[src/hw/rtl/hblm_pkg.sv]
// shared types and constants of the heartbeat liveness monitor
package hblm_pkg;

  // liveness level of one client, signed
  typedef logic signed [2:0] level_t;

  localparam level_t LVL_ALIVE = 3'sd1;
  localparam level_t LVL_WAIT  = 3'sd0;
  localparam level_t LVL_MISS4 = -3'sd3;
  localparam level_t LVL_AWAY  = -3'sd4;

  localparam logic [7:0]  PONG_BYTE      = 8'hAA;
  localparam logic [15:0] INTERVAL_RESET = 16'd200;
  localparam logic [4:0]  COUNT_RESET    = 5'd16;
  localparam int          PEER_LIMIT     = 16;

  typedef enum logic {
    OP_TICK = 1'b0,
    OP_MSG  = 1'b1
  } opcode_t;

  typedef enum logic {
    REG_PING_INTERVAL = 1'b0,
    REG_CLIENT_COUNT  = 1'b1
  } reg_idx_t;

endpackage

[src/hw/rtl/heartbeat_liveness_monitor.sv]
// heartbeat liveness monitor: tracks peer liveness, issues ping rounds and link events
// Input stream s_*: one request per item. s_tuser[0] is the opcode (0 tick, 1 message);
// s_tdata carries client_index and payload_byte. Output stream m_*: one result per
// request to or event of a peer; m_tlast marks the final result of an input item.
// The APB port holds ping_interval (address 0) and client_count (address 4).
// A tick that does not end an interval only advances the interval counter and gives no result.
// A tick that ends an interval starts a ping round, if any client is active, that walks
// the level ram one client per cycle while the output register is free: each client's
// level is read through the registered ram read, then its result is loaded into m_*.
// A pong does one ram read, then the update and at most one result.
// The input is taken again as soon as a round or pong is done, even while the last
// result still waits in the output register.
// When the receiver stalls, the round pauses with the output register full and
// resumes when it is taken; nothing is dropped.
// Reset sets the interval counter to zero, both registers to their defaults and all
// clients to away at once through per-entry written bits; there is no clearing pass.
module heartbeat_liveness_monitor #(
  parameter int MAX_CLIENTS = 16
) (
  input  logic        clk,
  input  logic        rst,
  // apb configuration port
  input  logic        psel,
  input  logic        penable,
  input  logic        pwrite,
  input  logic [2:0]  paddr,
  input  logic [31:0] pwdata,
  output logic [31:0] prdata,
  output logic        pready,
  // input stream
  input  logic        s_tvalid,
  output logic        s_tready,
  input  logic [15:0] s_tdata,   // [3:0] client_index, [11:4] payload_byte, [15:12] zero
  input  logic [0:0]  s_tuser,   // [0] opcode
  // output stream
  output logic        m_tvalid,
  input  logic        m_tready,
  output logic [7:0]  m_tdata,   // [3:0] peer_index, [7:4] zero
  output logic [2:0]  m_tuser,   // [0] send_ping, [1] link_down, [2] link_up
  output logic        m_tlast
);
  import hblm_pkg::*;

  localparam int AW = (MAX_CLIENTS > 1) ? $clog2(MAX_CLIENTS) : 1;
  localparam int ACTIVE_LIMIT = (MAX_CLIENTS < PEER_LIMIT) ? MAX_CLIENTS : PEER_LIMIT;

  typedef enum logic [1:0] {
    ST_IDLE,
    ST_ROUND,
    ST_PONG
  } state_t;

  state_t      state;
  logic [15:0] ping_interval;
  logic [4:0]  client_count;
  logic [15:0] tick_count;
  logic [3:0]  peer;

  logic [4:0]  n_active;
  logic        accept;
  logic        out_free;
  logic        out_load;
  logic        cfg_write;
  logic [15:0] tick_next;
  logic        round_due;
  logic        pong_ok;
  logic [3:0]  msg_client;
  logic        round_last;
  logic        round_down;
  level_t      round_level;

  logic          rd_en;
  logic [AW-1:0] rd_addr;
  level_t        rd_level;
  logic          wr_en;
  logic [AW-1:0] wr_addr;
  level_t        wr_level;

  hblm_level_ram #(
    .DEPTH (MAX_CLIENTS)
  ) u_level_ram (
    .clk      (clk),
    .rst      (rst),
    .rd_en    (rd_en),
    .rd_addr  (rd_addr),
    .rd_level (rd_level),
    .wr_en    (wr_en),
    .wr_addr  (wr_addr),
    .wr_level (wr_level)
  );

  assign pready    = 1'b1;
  assign cfg_write = psel & penable & pwrite & pready;

  always_comb begin
    unique case (reg_idx_t'(paddr[2]))
      REG_PING_INTERVAL: prdata = {16'd0, ping_interval};
      REG_CLIENT_COUNT:  prdata = {27'd0, client_count};
      default:           prdata = '0;
    endcase
  end

  always_comb begin
    n_active   = (client_count > 5'(ACTIVE_LIMIT)) ? 5'(ACTIVE_LIMIT) : client_count;
    s_tready   = (state == ST_IDLE);
    accept     = s_tvalid & s_tready;
    out_free   = !m_tvalid || m_tready;
    out_load   = out_free &&
                 ((state == ST_ROUND) || ((state == ST_PONG) && (rd_level < LVL_WAIT)));
    tick_next  = tick_count + 16'd1;
    round_due  = (tick_next >= ping_interval);
    msg_client = s_tdata[3:0];
    pong_ok    = ({1'b0, msg_client} < n_active) && (s_tdata[11:4] == PONG_BYTE);
    round_last = (({1'b0, peer} + 5'd1) == n_active);

    // level update of a ping round
    round_down  = (rd_level == LVL_MISS4);
    if (round_down) begin
      round_level = LVL_AWAY;
    end else if (rd_level > LVL_MISS4) begin
      round_level = rd_level - 3'sd1;
    end else begin
      round_level = rd_level;
    end

    rd_en    = 1'b0;
    rd_addr  = '0;
    wr_en    = 1'b0;
    wr_addr  = AW'(peer);
    wr_level = round_level;
    unique case (state)
      ST_IDLE: begin
        if (accept) begin
          if (opcode_t'(s_tuser[0]) == OP_TICK) begin
            rd_en = round_due && (n_active != 5'd0);
          end else begin
            rd_en   = pong_ok;
            rd_addr = AW'(msg_client);
          end
        end
      end
      ST_ROUND: begin
        if (out_free) begin
          wr_en   = 1'b1;
          rd_en   = !round_last;
          rd_addr = AW'(peer + 4'd1);
        end
      end
      ST_PONG: begin
        wr_level = LVL_ALIVE;
        if (rd_level < LVL_WAIT) begin
          wr_en = out_free;
        end else if (rd_level == LVL_WAIT) begin
          wr_en = 1'b1;
        end
      end
      default: ;
    endcase
  end

  always_ff @(posedge clk) begin
    if (rst) begin
      state         <= ST_IDLE;
      ping_interval <= INTERVAL_RESET;
      client_count  <= COUNT_RESET;
      tick_count    <= '0;
      peer          <= '0;
      m_tvalid      <= 1'b0;
      m_tdata       <= '0;
      m_tuser       <= '0;
      m_tlast       <= 1'b0;
    end else begin
      if (cfg_write) begin
        unique case (reg_idx_t'(paddr[2]))
          REG_PING_INTERVAL: ping_interval <= pwdata[15:0];
          REG_CLIENT_COUNT:  client_count  <= pwdata[4:0];
          default: ;
        endcase
      end

      if (m_tvalid && m_tready && !out_load) begin
        m_tvalid <= 1'b0;
      end

      unique case (state)
        ST_IDLE: begin
          if (accept) begin
            if (opcode_t'(s_tuser[0]) == OP_TICK) begin
              if (round_due) begin
                tick_count <= '0;
                peer       <= '0;
                if (n_active != 5'd0) begin
                  state <= ST_ROUND;
                end
              end else begin
                tick_count <= tick_next;
              end
            end else if (pong_ok) begin
              peer  <= msg_client;
              state <= ST_PONG;
            end
          end
        end
        ST_ROUND: begin
          if (out_free) begin
            m_tvalid <= 1'b1;
            m_tdata  <= {4'd0, peer};
            m_tuser  <= {1'b0, round_down, 1'b1};
            m_tlast  <= round_last;
            if (round_last) begin
              state <= ST_IDLE;
            end else begin
              peer <= peer + 4'd1;
            end
          end
        end
        ST_PONG: begin
          if (rd_level < LVL_WAIT) begin
            // back from a missed or away level
            if (out_free) begin
              m_tvalid <= 1'b1;
              m_tdata  <= {4'd0, peer};
              m_tuser  <= 3'b100;
              m_tlast  <= 1'b1;
              state    <= ST_IDLE;
            end
          end else begin
            state <= ST_IDLE;
          end
        end
        default: state <= ST_IDLE;
      endcase
    end
  end

endmodule

[src/hw/rtl/hblm_level_ram.sv]
// liveness level store: registered-read ram with per-entry written bits
module hblm_level_ram #(
  parameter int DEPTH = 16,
  localparam int AW = (DEPTH > 1) ? $clog2(DEPTH) : 1
) (
  input  logic               clk,
  input  logic               rst,
  input  logic               rd_en,
  input  logic [AW-1:0]      rd_addr,
  output hblm_pkg::level_t   rd_level,
  input  logic               wr_en,
  input  logic [AW-1:0]      wr_addr,
  input  hblm_pkg::level_t   wr_level
);
  import hblm_pkg::*;

  level_t           mem [DEPTH];
  level_t           mem_q;
  logic [DEPTH-1:0] written;
  logic             written_q;

  always_ff @(posedge clk) begin
    if (wr_en) begin
      mem[wr_addr] <= wr_level;
    end
    if (rd_en) begin
      mem_q <= mem[rd_addr];
    end
  end

  // an entry never written reads as away
  always_ff @(posedge clk) begin
    if (rst) begin
      written   <= '0;
      written_q <= 1'b0;
    end else begin
      if (wr_en) begin
        written[wr_addr] <= 1'b1;
      end
      if (rd_en) begin
        written_q <= written[rd_addr];
      end
    end
  end

  assign rd_level = written_q ? mem_q : LVL_AWAY;

endmodule

[config.mk]
export PLATFORM = sky130hd
export DESIGN_NAME = heartbeat_liveness_monitor
export DESIGN_NICKNAME = d
export VERILOG_FILES = /design/src/hw/rtl/hblm_pkg.sv /design/src/hw/rtl/heartbeat_liveness_monitor.sv /design/src/hw/rtl/hblm_level_ram.sv
export SDC_FILE = /design/constraint.sdc
export NUM_CORES = 1
export LEC_CHECK = 0
export ABC_AREA = 1
export BUFFER_PORTS_ARGS = -buffer_cell sky130_fd_sc_hd__buf_2
export CAP_MARGIN = 5
export CORE_UTILIZATION = 30
export CTS_BUF_LIST = sky130_fd_sc_hd__clkbuf_8
export DETAILED_ROUTE_END_ITERATION = 7
export SLEW_MARGIN = 10
export SYNTH_ARGS = -nofsm -noshare
export SYNTH_HDL_FRONTEND = slang
export SYNTH_HIERARCHICAL = 1
export SYNTH_SLANG_ARGS = --single-unit
[constraint.sdc]
create_clock -name clk -period 2.6 [get_ports clk]
set_clock_uncertainty 0.2 [all_clocks]
set_input_delay 0.52 -clock clk [delete_from_list [all_inputs] [get_ports clk]]
set_output_delay 0.52 -clock clk [all_outputs]
set_load 0.03 [all_outputs]
==> results.sh, run 1 <==
export IMPL_post_place_ws_ns=-0.414
export IMPL_final_cells=1192
export IMPL_cp_end_kind="register"
export IMPL_cp_required_ns=2.57
export IMPL_synth_seq_cells=120
export IMPL_crit_type="reg -> reg"
export IMPL_fillers=2113
export IMPL_utilization_pct=38.2
export IMPL_synth_edf_count=51
export IMPL_setup_tns_ns=-4.75
export IMPL_rsz0062_at_grt="true"
export IMPL_fp_row_count=52
export IMPL_die_w_um=146
export IMPL_htreeDepth=4
export IMPL_ys_top_cells_by_count="nand2_1, nor2_1, inv_1"
export IMPL_holdPathStages=3
export IMPL_path_max_fanout=4
export IMPL_clk_latency_ns=0.45
export IMPL_final_max_slew_viol_count=0
export IMPL_reg2reg_depth=17
export IMPL_tightest_slew_ns=0.633
export IMPL_hold_path_class="in -> reg"
export IMPL_dr_total_vias=5331
export IMPL_cp_arrival_ns=2.86
export IMPL_fin_ws_ns=-0.297
export IMPL_synthCells=788
export IMPL_avgSynthCellArea_um2=7.93
export IMPL_drv_cap=0
export IMPL_fin_crit_sh_pct=111
export IMPL_yosysTopAreaCellShare_pct=24.5
export IMPL_port_buffers=62
export IMPL_grt_usage_pct=15.1
export IMPL_ios=106
export IMPL_holdBufCountCts=0
export IMPL_yosysWarnings=6
export IMPL_grt_max_degree=33
export IMPL_wl_mm=15.3
export IMPL_r2r_slack_ns=-0.30
export IMPL_grt_overflow=0
export IMPL_path_clk_slew_ns=0.08
export IMPL_p_leak_nw=3.42
export IMPL_synth_most_common_cell="nand2_1"
export IMPL_seq_area_um2=2920
export IMPL_outcome="finished, violations left"
export IMPL_antenna_found_initial=0
export IMPL_drc=0
export IMPL_fp_dieH_um=146
export IMPL_clkSinkCount=120
export IMPL_via_per_inst=4.47
export IMPL_async_reset_ff_share_pct=0
export IMPL_dp_hpwl_mm=11.0
export IMPL_dieArea_um2=21400
export IMPL_drtIter0Drc=238
export IMPL_setup_worst_path_start_class="register"
export IMPL_dp_cells=1156
export IMPL_gp_congestion=0.864
export IMPL_grt_pass1_vias=5054
export IMPL_dr_pass1_iters=4
export IMPL_yosysTopAreaCell="edfxtp_1"
export IMPL_core_area_um2=20300
export IMPL_cts_root_buf="clkbuf_8"
export IMPL_synth_area_leaders="edfxtp_1, dfxtp_1, nand2_1"
export IMPL_power_density_nw_per_um2=746
export IMPL_synth_distinct_cells=37
export IMPL_seq_area_frac_synth_pct=46.6
export IMPL_clk_path_buf_depth=2
export IMPL_syn_area_um2=6250
export IMPL_numCtsBuffers=17
export IMPL_vdd_ir_drop_max_mv=0.488
export IMPL_setup_viol=26
export IMPL_finalHoldViolations=0
export IMPL_layout_drive_gt1_share_pct=22.9
export IMPL_synth_top_flop_cell="dfxtp_1"
export IMPL_cts_tree="done"
export IMPL_fmaxAchievable_mhz=345
export IMPL_finalCriticalPeriod_ns=2.90
export IMPL_initial_utilization_pct=30.8
export IMPL_slew_limit_headroom_pct=57.7
export IMPL_syn2layout_area_growth_pct=24.1
export IMPL_failed_checks="negative setup slack"
export IMPL_wl_per_cell_um=12.9
export IMPL_multi_input_area_um2=2950
export IMPL_final_nets=994
export IMPL_final_antenna_net_count=0
export IMPL_diodes=0
export IMPL_grt_pass1_wl_mm=25.2
## registers in the layout, summed over array words and instances, names as in the netlist
| name | flops |
|---|---|
| client_count | 5 |
| u_level_ram/written | 16 |
| m_tvalid | 1 |
| m_tuser | 3 |
| tick_count | 16 |
| ping_interval | 16 |
| u_level_ram/mem | 48 |
| u_level_ram/mem_q | 3 |
| peer | 4 |
| state | 2 |
| u_level_ram/written_q | 1 |
| m_tdata | 4 |
| m_tlast | 1 |
## layout make-up
cell class	instances	share of cell area, %
repair buffers	128	10.9
well taps	270	4.35
clock buffers	17	3.02
flip-flops and latches	120	37.7
clock inverters	15	1.68
multi-input cells	554	38.1
inverters	88	4.29
## kinds of logic (layout without fill, tap and decap cells)
group	count (synthesis)	count (layout)	synth area share, %
other	2	21	0.120
AND/OR/NAND/NOR	353	353	24.0
AO/OA/AOI/OAI	139	139	12.0
adder cells (fa/ha/maj)	26	26	5.20
buffers and inverters	133	248	9.57
flip-flops	120	120	46.6
XOR/XNOR	15	15	2.46
## stage by stage
step	instance area [um^2]	hold slack, ns	power (mW)
after floorplan	6360	0.240	3.58
after CTS	7700	0.0626	5.82
after detailed placement	7240	0.259	4.23
after global placement	7240	0.250	4.22
after global routing	7760	0.0889	6.13
final	7760	0.0879	5.79
## cell usage in the layout, fill, tap and decap left out, types with 3 or more instances in the layout
master / n
buf_4: 62
o21ai_1: 9
inv_2: 6
o211ai_1: 9
a21oi_2: 5
clkinv_4: 3
nand3_4: 5
dfxtp_1: 66
ha_1: 25
clkinvlp_4: 6
clkinv_2: 4
edfxtp_1: 51
nand2_1: 147
o21ai_0: 60
a21oi_1: 47
nor2_1: 131
buf_12: 3
inv_1: 81
xnor2_2: 4
nand2_2: 7
nor2_4: 3
conb_1: 21
nand4_1: 6
nor3_1: 8
clkbuf_8: 17
buf_2: 62
nand3_1: 35
nor2_2: 4
xor2_1: 7
o221ai_1: 3
## power breakdown
part           switching [mW]  leakage, nW  total, mW  internal, mW
registers              0.0953         1.02       2.34          2.24
logic                    1.29         2.22       1.89         0.600
clock network           0.812        0.170       1.56         0.750
total                    2.20         3.42       5.79          3.59
## worst max-delay path: stages (launching register included)
cell     delay, ns
dfxtp_4       0.37
ha_4          0.15
nand3_4       0.09
inv_4         0.08
nand3_4       0.07
nor3_4        0.16
nand4_2       0.13
xnor2_2       0.16
ha_1          0.29
nand4_1       0.12
a21oi_1       0.19
nor2_2        0.09
nand2_2       0.07
inv_2         0.04
a21oi_2       0.11
o21ai_1       0.07
nand2_1       0.10
buf_6         0.12
## worst paths after layout
check	to	startpoint
setup / recovery	u_level_ram/mem_q[2]	tick_count[1]
hold / removal	ping_interval[7]	pwdata[7]
setup reg to reg	u_level_ram/mem_q[2]	tick_count[1]
hold reg to reg	m_tuser[2]	m_tuser[2]
## layer usage
layer  GRT usage (%)  up-vias  share of wire, %
li1                -     2779                 -
met4            6.15        0               1.8
met3            3.16       19               4.4
met2            23.3       98                45
met1            20.5     2435                49
met5               0        -                 0
## what timing repair did
action / 4_1_cts / 5_1_grt
hold endpoints to repair: 0 / 0
endpoints found under the setup margin: 26 / 59
gates resized for setup: 14 / 13
buffers inserted: 4 / 1
pin swaps: 8 / 2
Note: power is estimated with default switching activity, not from simulation.
==> inputs of run 2 (changes only) <==
Settings changed: ABC_AREA 1 to not set.
==> results.sh, run 2 <==
export IMPL_gp_congestion=0.861
export IMPL_hold_path_class="in -> reg"
export IMPL_slew_limit_headroom_pct=51.6
export IMPL_layout_drive_gt1_share_pct=39.5
export IMPL_yosysTopAreaCellShare_pct=24.5
export IMPL_fin_crit_sh_pct=148
export IMPL_antenna_found_initial=0
export IMPL_fin_ws_ns=-1.26
export IMPL_p_leak_nw=3.43
export IMPL_fp_row_count=52
export IMPL_dp_cells=1035
export IMPL_initial_utilization_pct=30.8
export IMPL_fp_dieH_um=146
export IMPL_clk_latency_ns=0.45
export IMPL_top_register="u_level_ram/mem"
export IMPL_grt_usage_pct=15.3
export IMPL_rsz0062_at_grt="true"
export IMPL_yosysWarnings=6
export IMPL_setup_viol=26
export IMPL_drc=0
export IMPL_cp_end_kind="register"
export IMPL_crit_type="reg -> reg"
export IMPL_grt_pass1_vias=4944
export IMPL_layout_commonest_cell="buf_4"
export IMPL_cts_root_buf="clkbuf_8"
export IMPL_numCtsBuffers=17
export IMPL_drv_cap=0
export IMPL_diodes=0
export IMPL_grt_pass1_wl_mm=25.6
export IMPL_failed_checks="negative setup slack"
export IMPL_synth_distinct_cells=71
export IMPL_wl_mm=15.8
export IMPL_final_cells=1077
export IMPL_drtIter0Drc=243
export IMPL_ys_top_cells_by_count="nor2_1, dfxtp_1, nand2_1"
export IMPL_holdPathStages=3
export IMPL_largest_reg_flops=48
export IMPL_cp_required_ns=2.75
export IMPL_power_density_nw_per_um2=578
export IMPL_setup_worst_path_start_class="register"
export IMPL_via_per_inst=4.72
export IMPL_ios=106
export IMPL_synth_most_common_cell="nor2_1"
export IMPL_min_from="pwdata[12]"
export IMPL_wl_per_cell_um=14.7
export IMPL_dp_hpwl_mm=11.5
export IMPL_reg2reg_depth=15
export IMPL_finalHoldViolations=0
export IMPL_tightest_slew_ns=0.726
export IMPL_synth_seq_cells=120
export IMPL_async_reset_ff_share_pct=0
export IMPL_die_w_um=146
export IMPL_final_max_slew_viol_count=0
export IMPL_post_place_ws_ns=-1.18
export IMPL_clkSinkCount=120
export IMPL_final_nets=879
export IMPL_r2r_start="tick_count[0]"
export IMPL_dr_pass1_iters=4
export IMPL_cts_tree="done"
export IMPL_grt_overflow=0
export IMPL_vdd_ir_drop_max_mv=0.389
export IMPL_synth_edf_count=51
export IMPL_synth_top_flop_cell="dfxtp_1"
export IMPL_clk_path_buf_depth=2
export IMPL_final_antenna_net_count=0
export IMPL_cp_arrival_ns=4.01
export IMPL_syn2layout_area_growth_pct=35.7
export IMPL_setup_tns_ns=-22.37
export IMPL_synthCells=611
export IMPL_outcome="finished, violations left"
export IMPL_hold_slack_ns=0.104
export IMPL_seq_area_frac_synth_pct=46.6
export IMPL_yosysTopAreaCell="edfxtp_1"
export IMPL_fmaxAchievable_mhz=259
export IMPL_finalCriticalPeriod_ns=3.86
export IMPL_path_max_fanout=3
export IMPL_syn_area_um2=6250
export IMPL_core_area_um2=20300
export IMPL_path_clk_slew_ns=0.08
export IMPL_setup_worst_path_start="tick_count[0]"
export IMPL_port_buffers=62
export IMPL_dr_total_vias=5080
export IMPL_dieArea_um2=21400
export IMPL_htreeDepth=4
export IMPL_fillers=1980
export IMPL_holdBufCountCts=0
export IMPL_final_cell_mix="buf_4, nor2_1, buf_2, dfxtp_1, nand2_1"
export IMPL_grt_max_degree=42
export IMPL_synth_area_leaders="edfxtp_1, dfxtp_1, ha_1"
export IMPL_avgSynthCellArea_um2=10.2
## run 2: final timing paths
path	slack [ns]	end
max	-1.26	u_level_ram/written_q
min	0.10	ping_interval[12]
max reg2reg	-1.26	u_level_ram/written_q
min reg2reg	0.26	ping_interval[1]
## run 2: worst max-delay path, stage by stage, from the launching register on
cell	delay, ns
dfxtp_4	0.38
nand3_4	0.09
nor4_4	0.41
nand3_2	0.16
xnor2_2	0.20
ha_4	0.29
nand4_2	0.11
or3_4	0.43
a2111oi_4	0.22
or3_4	0.21
a21oi_2	0.05
o21ai_2	0.14
or3b_4	0.41
a221oi_4	0.20
nor2_1	0.09
o211ai_1	0.19
## run 2: metrics by stage
| step | power (mW) | utilization (%) | cell area (um^2) |
|---|---|---|---|
| final | 4.90 | 41.8 | 8480 |
| after CTS | 4.88 | 40.5 | 8210 |
| after global placement | 3.12 | 38.1 | 7730 |
| after floorplan | 2.78 | - | 6430 |
| after global routing | 5.12 | 41.8 | 8480 |
| after detailed placement | 3.13 | 38.1 | 7730 |
## run 2: metal layers
metal	wire length [um]	global-route usage (%)	vias to the layer above
li1	-	-	2524
met1	7280	20.0	2404
met2	7460	24.6	134
met3	765	3.75	18
met4	276	5.73	0
met5	0	0	-
## run 2: final cells by class
class	instances	area, um^2	area share (%)
clock buffers	17	234	2.76
clock inverters	15	166	1.96
inverters	29	111	1.31
multi-input cells	434	3320	39.2
flip-flops and latches	120	2930	34.6
well taps	270	338	3.99
repair buffers	192	1380	16.3
## run 2: repair_timing
item,4_1_cts,5_1_grt
gates cloned,1,1
pin swaps,4,7
gates resized for setup,20,48
buffers inserted,4,4
endpoints found under the setup margin,32,56
## run 2: kinds of logic after synthesis
logic type                 count (synthesis)  share of synthesized area (%)
AOI/OAI and AO/OA                        112                           12.6
xor gates and xnor gates                  18                           2.74
adders and majority gates                 26                           5.21
buffers and inverters                     76                           6.29
DFF                                      120                           46.6
muxes                                     34                           9.41
other                                      2                          0.120
and+or+nand+nor                          223                           17.0
## run 2: power by group
group	switching (mW)	leakage (nW)	internal [mW]
sequential	0.0427	1.02	2.07
clock	0.833	0.205	0.871
combinational	0.630	2.20	0.453
total	1.51	3.43	3.39
==> inputs of run 3 (changes only) <==
Settings changed: SKIP_CTS_REPAIR_TIMING set to 1.
==> results.sh, run 3 (synthesis gave the netlist of run 2 again) <==
export IMPL_path_clk_slew_ns=0.08
export IMPL_dr_pass1_iters=4
export IMPL_design_area_um2=8290
export IMPL_reg2reg_depth=15
export IMPL_fp_dieH_um=146
export IMPL_grt_overflow=0
export IMPL_setup_worst_path_start_class="register"
export IMPL_fin_ws_ns=-1.21
export IMPL_post_place_ws_ns=-1.18
export IMPL_layout_drive_gt1_share_pct=36.1
export IMPL_min_from="pwdata[12]"
export IMPL_path_max_fanout=3
export IMPL_drc=0
export IMPL_utilization_pct=40.8
export IMPL_dieArea_um2=21400
export IMPL_hold_path_class="in -> reg"
export IMPL_htreeDepth=4
export IMPL_reg2reg_to="u_level_ram/written_q"
export IMPL_fin_crit_sh_pct=146
export IMPL_gp_congestion=0.861
export IMPL_die_w_um=146
export IMPL_seq_area_um2=2930
export IMPL_setup_viol=27
export IMPL_final_cells=1074
export IMPL_finalCriticalPeriod_ns=3.81
export IMPL_syn2layout_area_growth_pct=32.7
export IMPL_grt_max_degree=42
export IMPL_clk_latency_ns=0.45
export IMPL_p_leak_nw=3.37
export IMPL_final_nets=876
export IMPL_clk_path_buf_depth=2
export IMPL_multi_input_area_um2=3180
export IMPL_hold_slack_ns=0.106
export IMPL_cp_end_kind="register"
export IMPL_grt_pass1_wl_mm=24.9
export IMPL_fp_row_count=52
export IMPL_whs_endpoint="ping_interval[12]"
export IMPL_ios=106
export IMPL_r2r_slack_ns=-1.21
export IMPL_layout_commonest_cell="buf_4"
export IMPL_tightest_slew_ns=0.723
export IMPL_final_max_slew_viol_count=0
export IMPL_wl_mm=15.5
export IMPL_port_buffers=62
export IMPL_failed_checks="negative setup slack"
export IMPL_core_area_um2=20300
export IMPL_holdPathStages=3
export IMPL_clkSinkCount=120
export IMPL_grt_pass1_vias=4875
export IMPL_grt_usage_pct=15.0
export IMPL_crit_type="reg -> reg"
export IMPL_final_cell_mix="buf_4, nor2_1, dfxtp_1, buf_2, nand2_1"
export IMPL_power_mw=4.85
export IMPL_via_per_inst=4.71
export IMPL_finalHoldViolations=0
export IMPL_dr_total_vias=5057
export IMPL_fillers=2007
export IMPL_drv_cap=0
export IMPL_slew_limit_headroom_pct=51.8
export IMPL_initial_utilization_pct=30.8
export IMPL_drtIter0Drc=262
export IMPL_top_register="u_level_ram/mem"
export IMPL_outcome="finished, violations left"
export IMPL_cts_root_buf="clkbuf_8"
export IMPL_rsz0062_at_grt="true"
export IMPL_wl_per_cell_um=14.5
export IMPL_largest_reg_flops=48
export IMPL_dp_hpwl_mm=11.5
export IMPL_cp_required_ns=2.75
export IMPL_antenna_found_initial=0
export IMPL_dp_cells=1035
export IMPL_final_antenna_net_count=0
export IMPL_r2r_start="tick_count[0]"
export IMPL_setup_tns_ns=-20.99
export IMPL_vdd_ir_drop_max_mv=0.379
export IMPL_cp_arrival_ns=3.96
export IMPL_dpl_cell_area_um2=7730
export IMPL_cts_tree="done"
export IMPL_numCtsBuffers=17
export IMPL_power_density_nw_per_um2=585
export IMPL_fmaxAchievable_mhz=263
export IMPL_diodes=0
## run 3: changes by cell type in the layout (fill, tap and decap cells not counted), sizes merged
cell,change
buf,-3
## run 3: worst max path at each step
stage	startpoint	to	slack, ns	cells past startpoint
floorplan	tick_count[2]	u_level_ram/written_q	-1.24	15
global placement	tick_count[0]	u_level_ram/written_q	-1.09	15
detailed placement	tick_count[0]	u_level_ram/written_q	-1.18	15
CTS	tick_count[0]	u_level_ram/written_q	-1.23	15
global route	tick_count[9]	u_level_ram/written_q	-1.44	15
finish	tick_count[0]	u_level_ram/written_q	-1.21	15
## run 3: worst max-delay path, cell delays in order (launching register included)
cell and delay, ns:
dfxtp_4 0.38, nand3_4 0.09, nor4_4 0.32, nand3_1 0.13, xnor2_1 0.17, ha_1 0.32
nand4_2 0.12, or3_4 0.43, a2111oi_4 0.22, or3_4 0.20, a21oi_2 0.05, o21ai_2 0.13
or3b_2 0.46, a221oi_2 0.21, nor2_1 0.08, o211ai_1 0.19
## run 3: final cells by class
| cell class | instances | share of cell area, % |
|---|---|---|
| repair buffers | 189 | 16.1 |
| well taps | 270 | 4.07 |
| clock buffers | 17 | 2.82 |
| flip-flops and latches | 120 | 35.3 |
| clock inverters | 15 | 2.01 |
| multi-input cells | 434 | 38.3 |
| inverters | 29 | 1.34 |
## run 3: power by group
part / switching (mW) / internal (mW) / total (mW) / leakage [nW]
Clock: 0.827 / 0.871 / 1.70 / 0.205
Sequential: 0.0421 / 2.07 / 2.11 / 1.02
Combinational: 0.610 / 0.437 / 1.05 / 2.14
Total: 1.48 / 3.37 / 4.85 / 3.37
## run 3: per-layer routing
metal  part of all wire, %  vias to the layer above  global-route usage (%)
met2                    47                      139                    24.1
met1                    46                     2368                    19.2
met5                     0                        -                       0
li1                      -                     2528                       -
met3                   5.6                       22                    3.78
met4                   1.9                        0                    5.73
